==> src/hw/rtl/gsu_pkg.sv <==
`timescale 1ns / 1ps

package gsu_pkg;

    // Register file geometry
    localparam int CFG_IDX_W = 3;
    localparam int CFG_DATA_W = 32;

    // Generator word and sample formats
    localparam int GEN_W = 32;
    localparam int SAMPLE_W = 36;
    localparam int RES_W = 38;

    // Centre of the sum: 6.0 with 32 fraction bits
    localparam logic [RES_W-1:0] CENTRE_FIXED = RES_W'(64'd6 << 32);

    // Saturation bounds of the sample
    localparam logic [SAMPLE_W-1:0] SAMPLE_MAX = {1'b0, {(SAMPLE_W-1){1'b1}}};
    localparam logic [SAMPLE_W-1:0] SAMPLE_MIN = {1'b1, {(SAMPLE_W-1){1'b0}}};

    // Configuration register indexes
    typedef enum logic [CFG_IDX_W-1:0] {
        CFG_PORTABLE_MODE = 3'd0,
        CFG_MULT_MAIN     = 3'd1,
        CFG_INCR_MAIN     = 3'd2,
        CFG_MULT_SECOND   = 3'd3,
        CFG_INCR_SECOND   = 3'd4,
        CFG_SEED_MAIN     = 3'd5,
        CFG_SEED_SECOND   = 3'd6,
        CFG_SEED_SKIP     = 3'd7
    } t_cfg_idx;

    // Register reset values
    localparam logic [GEN_W-1:0] RST_MULT_MAIN   = 32'd1664525;
    localparam logic [GEN_W-1:0] RST_INCR_MAIN   = 32'd1013904223;
    localparam logic [GEN_W-1:0] RST_MULT_SECOND = 32'd69069;
    localparam logic [GEN_W-1:0] RST_INCR_SECOND = 32'd3;

    // Controller states
    typedef enum logic [2:0] {
        ST_IDLE,
        ST_DRAW,
        ST_FLUSH_A,
        ST_FLUSH_B,
        ST_FINISH
    } t_state;

    // Controller to datapath commands
    typedef struct packed {
        logic load;
        logic step;
        logic finish;
    } t_cmd;

    // Datapath to controller status
    typedef struct packed {
        logic out_busy;
    } t_status;

endpackage

==> src/hw/rtl/gsu_if.sv <==
`timescale 1ns / 1ps

// Request channel: one sample per request.
interface gsu_in_if;
    logic valid;
    logic ready;
    logic restart;

    modport source (output valid, output restart, input ready);
    modport sink (input valid, input restart, output ready);
endinterface

// Result channel carrying the sample.
interface gsu_out_if;
    logic                                valid;
    logic                                ready;
    logic signed [gsu_pkg::SAMPLE_W-1:0] sample;

    modport source (output valid, output sample, input ready);
    modport sink (input valid, input sample, output ready);
endinterface

// Configuration write channel.
interface gsu_cfg_if;
    logic                            valid;
    logic                            ready;
    logic [gsu_pkg::CFG_IDX_W-1:0]   index;
    logic [gsu_pkg::CFG_DATA_W-1:0]  data;

    modport source (output valid, output index, output data, input ready);
    modport sink (input valid, input index, input data, output ready);
endinterface

==> src/hw/rtl/gaussian_sum_of_uniforms_rng_top.sv <==
`timescale 1ns / 1ps

// Channel   Direction  Payload                     Handshake
// i_in      in         restart (1)                 valid / ready
// o_out     out        sample (36, signed, Q3.32)  valid / ready
// i_cfg     in         index (3), data (32)        valid / ready, always ready
//
// A request is taken only when the block is idle. It then runs one
// multiply-add step per draw for DRAWS_PER_SAMPLE draws, passes the two
// flush states and the finish state, and only then takes the next
// request. Reset restores the register defaults and clears the
// generators. A stalled result stays in the output register; a new
// request is taken meanwhile and waits only at its own end.

module gaussian_sum_of_uniforms_rng_top #(
    parameter int DRAWS_PER_SAMPLE = 12
) (
    input  logic       i_clk,
    input  logic       i_rst_n,
    gsu_in_if.sink     i_in,
    gsu_out_if.source  o_out,
    gsu_cfg_if.sink    i_cfg
);

    gsu_pkg::t_cmd    w_cmd;
    gsu_pkg::t_status w_status;

    // Sequencer
    gsu_ctrl #(
        .DRAWS_PER_SAMPLE (DRAWS_PER_SAMPLE)
    ) u_ctrl (
        .i_clk       (i_clk),
        .i_rst_n     (i_rst_n),
        .i_req_valid (i_in.valid),
        .o_req_ready (i_in.ready),
        .i_status    (w_status),
        .o_cmd       (w_cmd)
    );

    // Generators, accumulator and output register
    gsu_datapath #(
        .DRAWS_PER_SAMPLE (DRAWS_PER_SAMPLE)
    ) u_datapath (
        .i_clk     (i_clk),
        .i_rst_n   (i_rst_n),
        .i_restart (i_in.restart),
        .i_cmd     (w_cmd),
        .o_status  (w_status),
        .i_cfg     (i_cfg),
        .o_out     (o_out)
    );

endmodule

==> src/hw/rtl/gsu_ctrl.sv <==
`timescale 1ns / 1ps

module gsu_ctrl #(
    parameter int DRAWS_PER_SAMPLE = 12
) (
    input  logic             i_clk,
    input  logic             i_rst_n,
    input  logic             i_req_valid,
    output logic             o_req_ready,
    input  gsu_pkg::t_status i_status,
    output gsu_pkg::t_cmd    o_cmd
);

    localparam int CNT_W = $clog2(DRAWS_PER_SAMPLE + 1);
    localparam logic [CNT_W-1:0] CNT_LAST = CNT_W'(DRAWS_PER_SAMPLE - 1);

    gsu_pkg::t_state r_state, n_state;
    logic [CNT_W-1:0] r_cnt, n_cnt;

    // State and draw counter registers
    always_ff @(posedge i_clk) begin
        if (!i_rst_n) begin
            r_state <= gsu_pkg::ST_IDLE;
            r_cnt   <= '0;
        end else begin
            r_state <= n_state;
            r_cnt   <= n_cnt;
        end
    end

    // Next state and commands
    always_comb begin
        n_state     = r_state;
        n_cnt       = r_cnt;
        o_req_ready = 1'b0;
        o_cmd       = '0;
        case (r_state)
            gsu_pkg::ST_IDLE: begin
                o_req_ready = 1'b1;
                if (i_req_valid) begin
                    o_cmd.load = 1'b1;
                    n_cnt      = '0;
                    n_state    = gsu_pkg::ST_DRAW;
                end
            end
            gsu_pkg::ST_DRAW: begin
                o_cmd.step = 1'b1;
                n_cnt      = r_cnt + 1'b1;
                if (r_cnt == CNT_LAST) begin
                    n_state = gsu_pkg::ST_FLUSH_A;
                end
            end
            // The last draw still moves through the draw and sum stages.
            gsu_pkg::ST_FLUSH_A: begin
                n_state = gsu_pkg::ST_FLUSH_B;
            end
            gsu_pkg::ST_FLUSH_B: begin
                n_state = gsu_pkg::ST_FINISH;
            end
            // Wait until the output register is free, then load the sample.
            gsu_pkg::ST_FINISH: begin
                if (!i_status.out_busy) begin
                    o_cmd.finish = 1'b1;
                    n_state      = gsu_pkg::ST_IDLE;
                end
            end
            default: begin
                n_state = gsu_pkg::ST_IDLE;
            end
        endcase
    end

endmodule

==> src/hw/rtl/gsu_datapath.sv <==
`timescale 1ns / 1ps

module gsu_datapath #(
    parameter int DRAWS_PER_SAMPLE = 12
) (
    input  logic              i_clk,
    input  logic              i_rst_n,
    input  logic              i_restart,
    input  gsu_pkg::t_cmd     i_cmd,
    output gsu_pkg::t_status  o_status,
    gsu_cfg_if.sink           i_cfg,
    gsu_out_if.source         o_out
);

    localparam int GW = gsu_pkg::GEN_W;
    localparam int SUM_W = GW + $clog2(DRAWS_PER_SAMPLE);

    // Configuration registers
    logic          r_portable;
    logic [GW-1:0] r_mult_m, r_incr_m, r_mult_s, r_incr_s;
    logic [GW-1:0] r_seed_m, r_seed_s, r_seed_skip;

    // Generator state
    logic [GW-1:0] r_gen_m, r_gen_s, r_skip, r_skip_rel, r_raw_s;
    logic [GW-1:0] r_draw;
    logic          r_s1_vld, r_s2_vld;
    logic [SUM_W-1:0] r_sum;

    // Output register
    logic                         r_out_vld;
    logic [gsu_pkg::SAMPLE_W-1:0] r_sample;

    logic [GW-1:0] w_prod_m, w_prod_s, w_raw_s, w_next_s, w_next_m, w_diff;
    logic [GW-1:0] w_load_skip;
    logic          w_hit;
    logic [gsu_pkg::RES_W-1:0] w_sum_ext, w_res;
    logic [gsu_pkg::SAMPLE_W-1:0] n_sample;

    assign i_cfg.ready = 1'b1;

    // Configuration writes
    always_ff @(posedge i_clk) begin
        if (!i_rst_n) begin
            r_portable  <= 1'b0;
            r_mult_m    <= gsu_pkg::RST_MULT_MAIN;
            r_incr_m    <= gsu_pkg::RST_INCR_MAIN;
            r_mult_s    <= gsu_pkg::RST_MULT_SECOND;
            r_incr_s    <= gsu_pkg::RST_INCR_SECOND;
            r_seed_m    <= '0;
            r_seed_s    <= '0;
            r_seed_skip <= '0;
        end else if (i_cfg.valid) begin
            case (gsu_pkg::t_cfg_idx'(i_cfg.index))
                gsu_pkg::CFG_PORTABLE_MODE: r_portable  <= i_cfg.data[0];
                gsu_pkg::CFG_MULT_MAIN:     r_mult_m    <= i_cfg.data;
                gsu_pkg::CFG_INCR_MAIN:     r_incr_m    <= i_cfg.data;
                gsu_pkg::CFG_MULT_SECOND:   r_mult_s    <= i_cfg.data;
                gsu_pkg::CFG_INCR_SECOND:   r_incr_s    <= i_cfg.data;
                gsu_pkg::CFG_SEED_MAIN:     r_seed_m    <= i_cfg.data;
                gsu_pkg::CFG_SEED_SECOND:   r_seed_s    <= i_cfg.data;
                gsu_pkg::CFG_SEED_SKIP:     r_seed_skip <= i_cfg.data;
                default: ;
            endcase
        end
    end

    // One multiply-add per generator per cycle. The skip test compares the
    // product against the mark less the increment, so the bump rides in as
    // the carry of the same adder.
    always_comb begin
        w_prod_m = r_gen_m * r_mult_m;
        w_prod_s = r_gen_s * r_mult_s;
        w_next_m = w_prod_m + r_incr_m;
        w_raw_s  = w_prod_s + r_incr_s;
        w_hit    = (w_prod_s == r_skip_rel);
        w_next_s = w_prod_s + r_incr_s + GW'(w_hit);
        w_load_skip = i_restart ? r_seed_skip : r_skip;
    end

    // Generator state
    always_ff @(posedge i_clk) begin
        if (!i_rst_n) begin
            r_gen_m <= '0;
            r_gen_s <= '0;
            r_skip  <= '0;
        end else if (i_cmd.load) begin
            if (i_restart) begin
                r_gen_m <= r_seed_m;
                r_gen_s <= r_seed_s;
                r_skip  <= r_seed_skip;
            end
        end else if (i_cmd.step) begin
            r_gen_m <= w_next_m;
            if (r_portable) begin
                r_gen_s <= w_next_s;
                r_skip  <= r_skip + GW'(w_hit);
            end
        end
    end

    // Mark less the second increment, refreshed for every request
    always_ff @(posedge i_clk) begin
        if (i_cmd.load) begin
            r_skip_rel <= w_load_skip - r_incr_s;
        end else if (i_cmd.step && r_portable) begin
            r_skip_rel <= r_skip_rel + GW'(w_hit);
        end
    end

    // Draw and sum stages behind the generator step
    always_ff @(posedge i_clk) begin
        if (!i_rst_n) begin
            r_s1_vld <= 1'b0;
            r_s2_vld <= 1'b0;
        end else begin
            r_s1_vld <= i_cmd.step;
            r_s2_vld <= r_s1_vld;
        end
    end

    assign w_diff = r_gen_m - r_raw_s;

    always_ff @(posedge i_clk) begin
        if (i_cmd.step) begin
            r_raw_s <= w_raw_s;
        end
        if (r_s1_vld) begin
            r_draw <= r_portable ? {w_diff[GW-1:9], 1'b1, 8'b0} : r_gen_m;
        end
        if (i_cmd.load) begin
            r_sum <= '0;
        end else if (r_s2_vld) begin
            r_sum <= r_sum + SUM_W'(r_draw);
        end
    end

    // Centre, negate in portable mode, and saturate
    always_comb begin
        w_sum_ext = gsu_pkg::RES_W'(r_sum);
        w_res = r_portable ? (gsu_pkg::CENTRE_FIXED - w_sum_ext)
                           : (w_sum_ext - gsu_pkg::CENTRE_FIXED);
        if (w_res[gsu_pkg::RES_W-1:gsu_pkg::SAMPLE_W-1] == '0 ||
            w_res[gsu_pkg::RES_W-1:gsu_pkg::SAMPLE_W-1] == '1) begin
            n_sample = w_res[gsu_pkg::SAMPLE_W-1:0];
        end else if (w_res[gsu_pkg::RES_W-1]) begin
            n_sample = gsu_pkg::SAMPLE_MIN;
        end else begin
            n_sample = gsu_pkg::SAMPLE_MAX;
        end
    end

    // Output register
    always_ff @(posedge i_clk) begin
        if (!i_rst_n) begin
            r_out_vld <= 1'b0;
        end else if (i_cmd.finish) begin
            r_out_vld <= 1'b1;
        end else if (o_out.ready) begin
            r_out_vld <= 1'b0;
        end
    end

    always_ff @(posedge i_clk) begin
        if (i_cmd.finish) begin
            r_sample <= n_sample;
        end
    end

    assign o_out.valid       = r_out_vld;
    assign o_out.sample      = $signed(r_sample);
    assign o_status.out_busy = r_out_vld && !o_out.ready;

endmodule

==> src/flat_wrapper.sv <==
// flat-port wrapper written by rule: the top's interface ports become plain ports
module gaussian_sum_of_uniforms_rng_top_flat 
#(
    parameter int DRAWS_PER_SAMPLE = 12
)
  (i_clk, i_rst_n, i_in_valid, i_in_restart, i_in_ready, o_out_valid, o_out_sample, o_out_ready, i_cfg_valid, i_cfg_index, i_cfg_data, i_cfg_ready);
  gsu_in_if i_in_i ();
  gsu_out_if o_out_i ();
  gsu_cfg_if i_cfg_i ();
  input  logic i_clk;
  input  logic i_rst_n;
  input wire logic [$bits(i_in_i.valid)-1:0] i_in_valid;
  input wire logic [$bits(i_in_i.restart)-1:0] i_in_restart;
  output wire logic [$bits(i_in_i.ready)-1:0] i_in_ready;
  output wire logic [$bits(o_out_i.valid)-1:0] o_out_valid;
  output wire logic [$bits(o_out_i.sample)-1:0] o_out_sample;
  input wire logic [$bits(o_out_i.ready)-1:0] o_out_ready;
  input wire logic [$bits(i_cfg_i.valid)-1:0] i_cfg_valid;
  input wire logic [$bits(i_cfg_i.index)-1:0] i_cfg_index;
  input wire logic [$bits(i_cfg_i.data)-1:0] i_cfg_data;
  output wire logic [$bits(i_cfg_i.ready)-1:0] i_cfg_ready;
  assign i_in_i.valid = i_in_valid;
  assign i_in_i.restart = i_in_restart;
  assign i_in_ready = i_in_i.ready;
  assign o_out_valid = o_out_i.valid;
  assign o_out_sample = o_out_i.sample;
  assign o_out_i.ready = o_out_ready;
  assign i_cfg_i.valid = i_cfg_valid;
  assign i_cfg_i.index = i_cfg_index;
  assign i_cfg_i.data = i_cfg_data;
  assign i_cfg_ready = i_cfg_i.ready;
  gaussian_sum_of_uniforms_rng_top #(.DRAWS_PER_SAMPLE(DRAWS_PER_SAMPLE)) u_core (.i_clk(i_clk), .i_rst_n(i_rst_n), .i_in(i_in_i), .o_out(o_out_i), .i_cfg(i_cfg_i));
endmodule
==> config.mk <==
export PLATFORM = sky130hd
export DESIGN_NAME = gaussian_sum_of_uniforms_rng_top_flat
export DESIGN_NICKNAME = d
export VERILOG_FILES = /design/src/hw/rtl/gsu_pkg.sv /design/src/hw/rtl/gsu_if.sv /design/src/hw/rtl/gaussian_sum_of_uniforms_rng_top.sv /design/src/hw/rtl/gsu_ctrl.sv /design/src/hw/rtl/gsu_datapath.sv /design/src/flat_wrapper.sv
export SDC_FILE = /design/constraint.sdc
export NUM_CORES = 2
export LEC_CHECK = 0
export BUFFER_PORTS_ARGS = -buffer_cell sky130_fd_sc_hd__buf_2
export CAP_MARGIN = 10
export CORE_UTILIZATION = 50
export CTS_BUF_LIST = sky130_fd_sc_hd__clkbuf_8
export DETAILED_ROUTE_END_ITERATION = 8
export PLACE_DENSITY = 0.66
export RECOVER_POWER = 50
export SYNTH_ARGS = -nofsm -noshare
export SYNTH_HDL_FRONTEND = slang
export SYNTH_HIERARCHICAL = 1
export SYNTH_SLANG_ARGS = --single-unit
==> constraint.sdc <==
create_clock -name i_clk -period 12.51 [get_ports i_clk]
set_clock_uncertainty 0.05 [all_clocks]
set_input_delay 2.502 -clock i_clk [delete_from_list [all_inputs] [get_ports i_clk]]
set_output_delay 2.502 -clock i_clk [all_outputs]
set_load 0.02 [all_outputs]
==> out/results.ini <==
[critical_path]
critPathCaptureType = flop
path_buf_inv = 4
critical-path-slowest-cell = dfxtp_1
crit_fanout = 19
path_common_cell = fa_1
cp-start-kind = flop
max_stage_delay_ns = 0.86
path_delay_family = adder cells
crit_type = reg -> reg
worstPathRequired_ns = 13.03
cp.arrival_ns = 12.14

[logic_synthesis]
syn_inst = 6769
ys_ff_latch = 499
ys_types = 75
synth_fp_nets = 8043
synth_area_um2 = 58600
synth_top_area_share_pct = 29.0
synth.avg_cell_area_um2 = 8.66
async_reset_ff_share_pct = 0
yosysTopAreaCell = fa_1
yosys_warnings = 6
synth.area.top_cells = fa_1 (29%), dfxtp_1 (13%), nand2_1 (8.6%)
synth_ff_type = dfxtp_1
yosysSeqAreaShare_pct = 19.3
synth_edf_count = 132

[sta]
period_minus_slack_ns = 11.62
holdWs_ns = 0.400
tns_ns = 0
hold_viol = 0
post-route-period-util_pct = 92.9
max_freq_ghz = 0.0861
worstMarginPinSlew_ns = 4.59
setup_violations = 0
maxSlewViolCount = 530
rsz0062_at_grt = false
slew_headroom_pct = -206
fin_ws_ns = 0.889

[clock_network]
clk_pin_slew_ns = 0.06
clock_path_buffers = 3
numClockSinks = 499
htreeDepth = 3
cts_tree = yes
cts_root_buf = clkbuf_8
cts_buffers = 88
clkLatencyLatePin_ns = 0.73
postCtsSetupRepairBufs = 0

[power]
power_density_nw_per_um2 = 289
irDropWorstVdd_v = 0.000652
p_leak_nw = 27.9
finalPower_mw = 17.9

[routing]
via_per_inst = 5.62
ant_nets = 0
vias = 46400
wl_per_cell_um = 21.8
drcViolationCount = 0
totalWireLength_mm = 180
drtPass1Iterations = 6
drt-initial-drc-count = 4268

[floorplan]
die_w_um = 344
coreArea_um2 = 116000
num_rows = 125
die-area_um2 = 119000
start_util_pct = 50.5
io_pins = 80
die-height_um = 344

[final_layout]
drive_gt1_share_pct = 5.40
num-nets-final = 7944
area_delta_synth_final_pct = 5.90
fill_cells = 10800
regArea_um2 = 11300
finish.utilization_pct = 53.4
multiInputGateArea_um2 = 42300

[global_routing]
grt_pass1_vias = 46600
gr-total-overflow = 0
grt_first_pass_wirelength_mm = 277
grt_max_degree = 96
grt_antenna_before_repair = 9
gr-usage-all-layers_pct = 30.7

[outcome]
status = finished with violations
violations = max-capacitance violations, max-slew violations

[placed_design]
dp_hpwl_mm = 137
port-buffer-count = 78
gp_congestion = 0.978
place_ws_ns = 0.739

[hold_path]
min_path_type = reg -> reg

[flow_run]
cap_violations = 10

-- cell usage after synthesis (all sizes together), types with 47 or more instances --
| cell | n |
|---|---|
| inv | 999 |
| a21oi | 373 |
| ha | 384 |
| nand3 | 82 |
| and2 | 388 |
| o21ai | 198 |
| xor2 | 149 |
| nand2 | 1344 |
| edfxtp | 132 |
| mux2i | 53 |
| fa | 849 |
| nor2 | 219 |
| mux2 | 47 |
| xnor2 | 267 |
| dfxtp | 367 |
| a21o | 56 |
| clkbuf | 332 |
-- final cells by class --
cell class	count	share of cell area (%)
Multi-Input combinational cell	4914	68.0
Sequential cell	499	18.2
Inverter	999	6.05
Tap cell	1524	3.07
Clock buffer	110	2.44
Timing Repair Buffer	168	1.58
Clock inverter	53	0.566
Antenna cell	1	0.00403
-- tightest hold or removal path: cells and delay by family (launching register included) --
family | cells | cell delay [ns]
flops | 1 | 0.31
simple gates | 1 | 0.05
compound gates | 1 | 0.05
-- cell families (layout without fill, tap and decap cells) --
| logic type | Yosys count | count (layout) | share of synthesized area [%] |
|---|---|---|---|
| buffers and inverters | 1356 | 1330 | 8.77 |
| other | 1 | 2 | 0.00640 |
| and+or+nand+nor | 2280 | 2280 | 17.5 |
| adders and majority gates | 1234 | 1234 | 37.2 |
| DFF | 499 | 499 | 19.3 |
| muxes | 100 | 100 | 1.81 |
| AOI/OAI and AO/OA | 883 | 883 | 9.18 |
| xor gates and xnor gates | 416 | 416 | 6.21 |
-- repair_timing --
item | CTS | global route
resized for setup | 0 | 12
hold buffers | 0 | 0
endpoints found under the setup margin | 0 | 5
-- cell usage in the layout (no fill, tap or decap), drive strengths merged, types with 44 or more instances in the layout --
cell type     n
nand2      1344
inv        1029
fa          849
and2        388
ha          384
a21oi       373
dfxtp       367
xnor2       267
nor2        219
o21ai       198
clkbuf      160
xor2        149
edfxtp      132
buf         118
nand3        82
a21o         56
mux2i        53
mux2         47
o211ai       44
-- power breakdown --
| group | switching (mW) | leakage [nW] | internal (mW) |
|---|---|---|---|
| Combinational | 8.41 | 22.6 | 5.82 |
| Clock | 0.763 | 1.07 | 0.861 |
| Sequential | 0.243 | 4.23 | 1.86 |
-- through the flow --
step,area [µm²],std cells
finish,62100,8268
global route,62100,8267
CTS,62200,8266
global placement,60300,8103
floorplan,58600,6769
detailed placement,60300,8103
-- final timing paths --
kind	endpoint	start	slack, ns	depth (start not counted)
min	u_core/u_datapath/r_seed_skip[30]	u_core/u_datapath/r_seed_skip[30]	0.40	2
min reg2reg	u_core/u_datapath/r_seed_skip[30]	u_core/u_datapath/r_seed_skip[30]	0.40	2
max reg2reg	u_core/u_datapath/r_gen_s[30]	u_core/u_datapath/r_gen_s[14]	0.89	39
max	u_core/u_datapath/r_gen_s[30]	u_core/u_datapath/r_gen_s[14]	0.89	39
-- layer usage --
layer	track usage, %	up-vias	wire length, µm
met5	0	-	63
met3	7.46	352	19900
met2	46.2	2140	77300
met4	9.98	6	6400
met1	43.5	22900	76300
li1	-	21000	-
No activity file was read; power rests on OpenSTA's default activity.
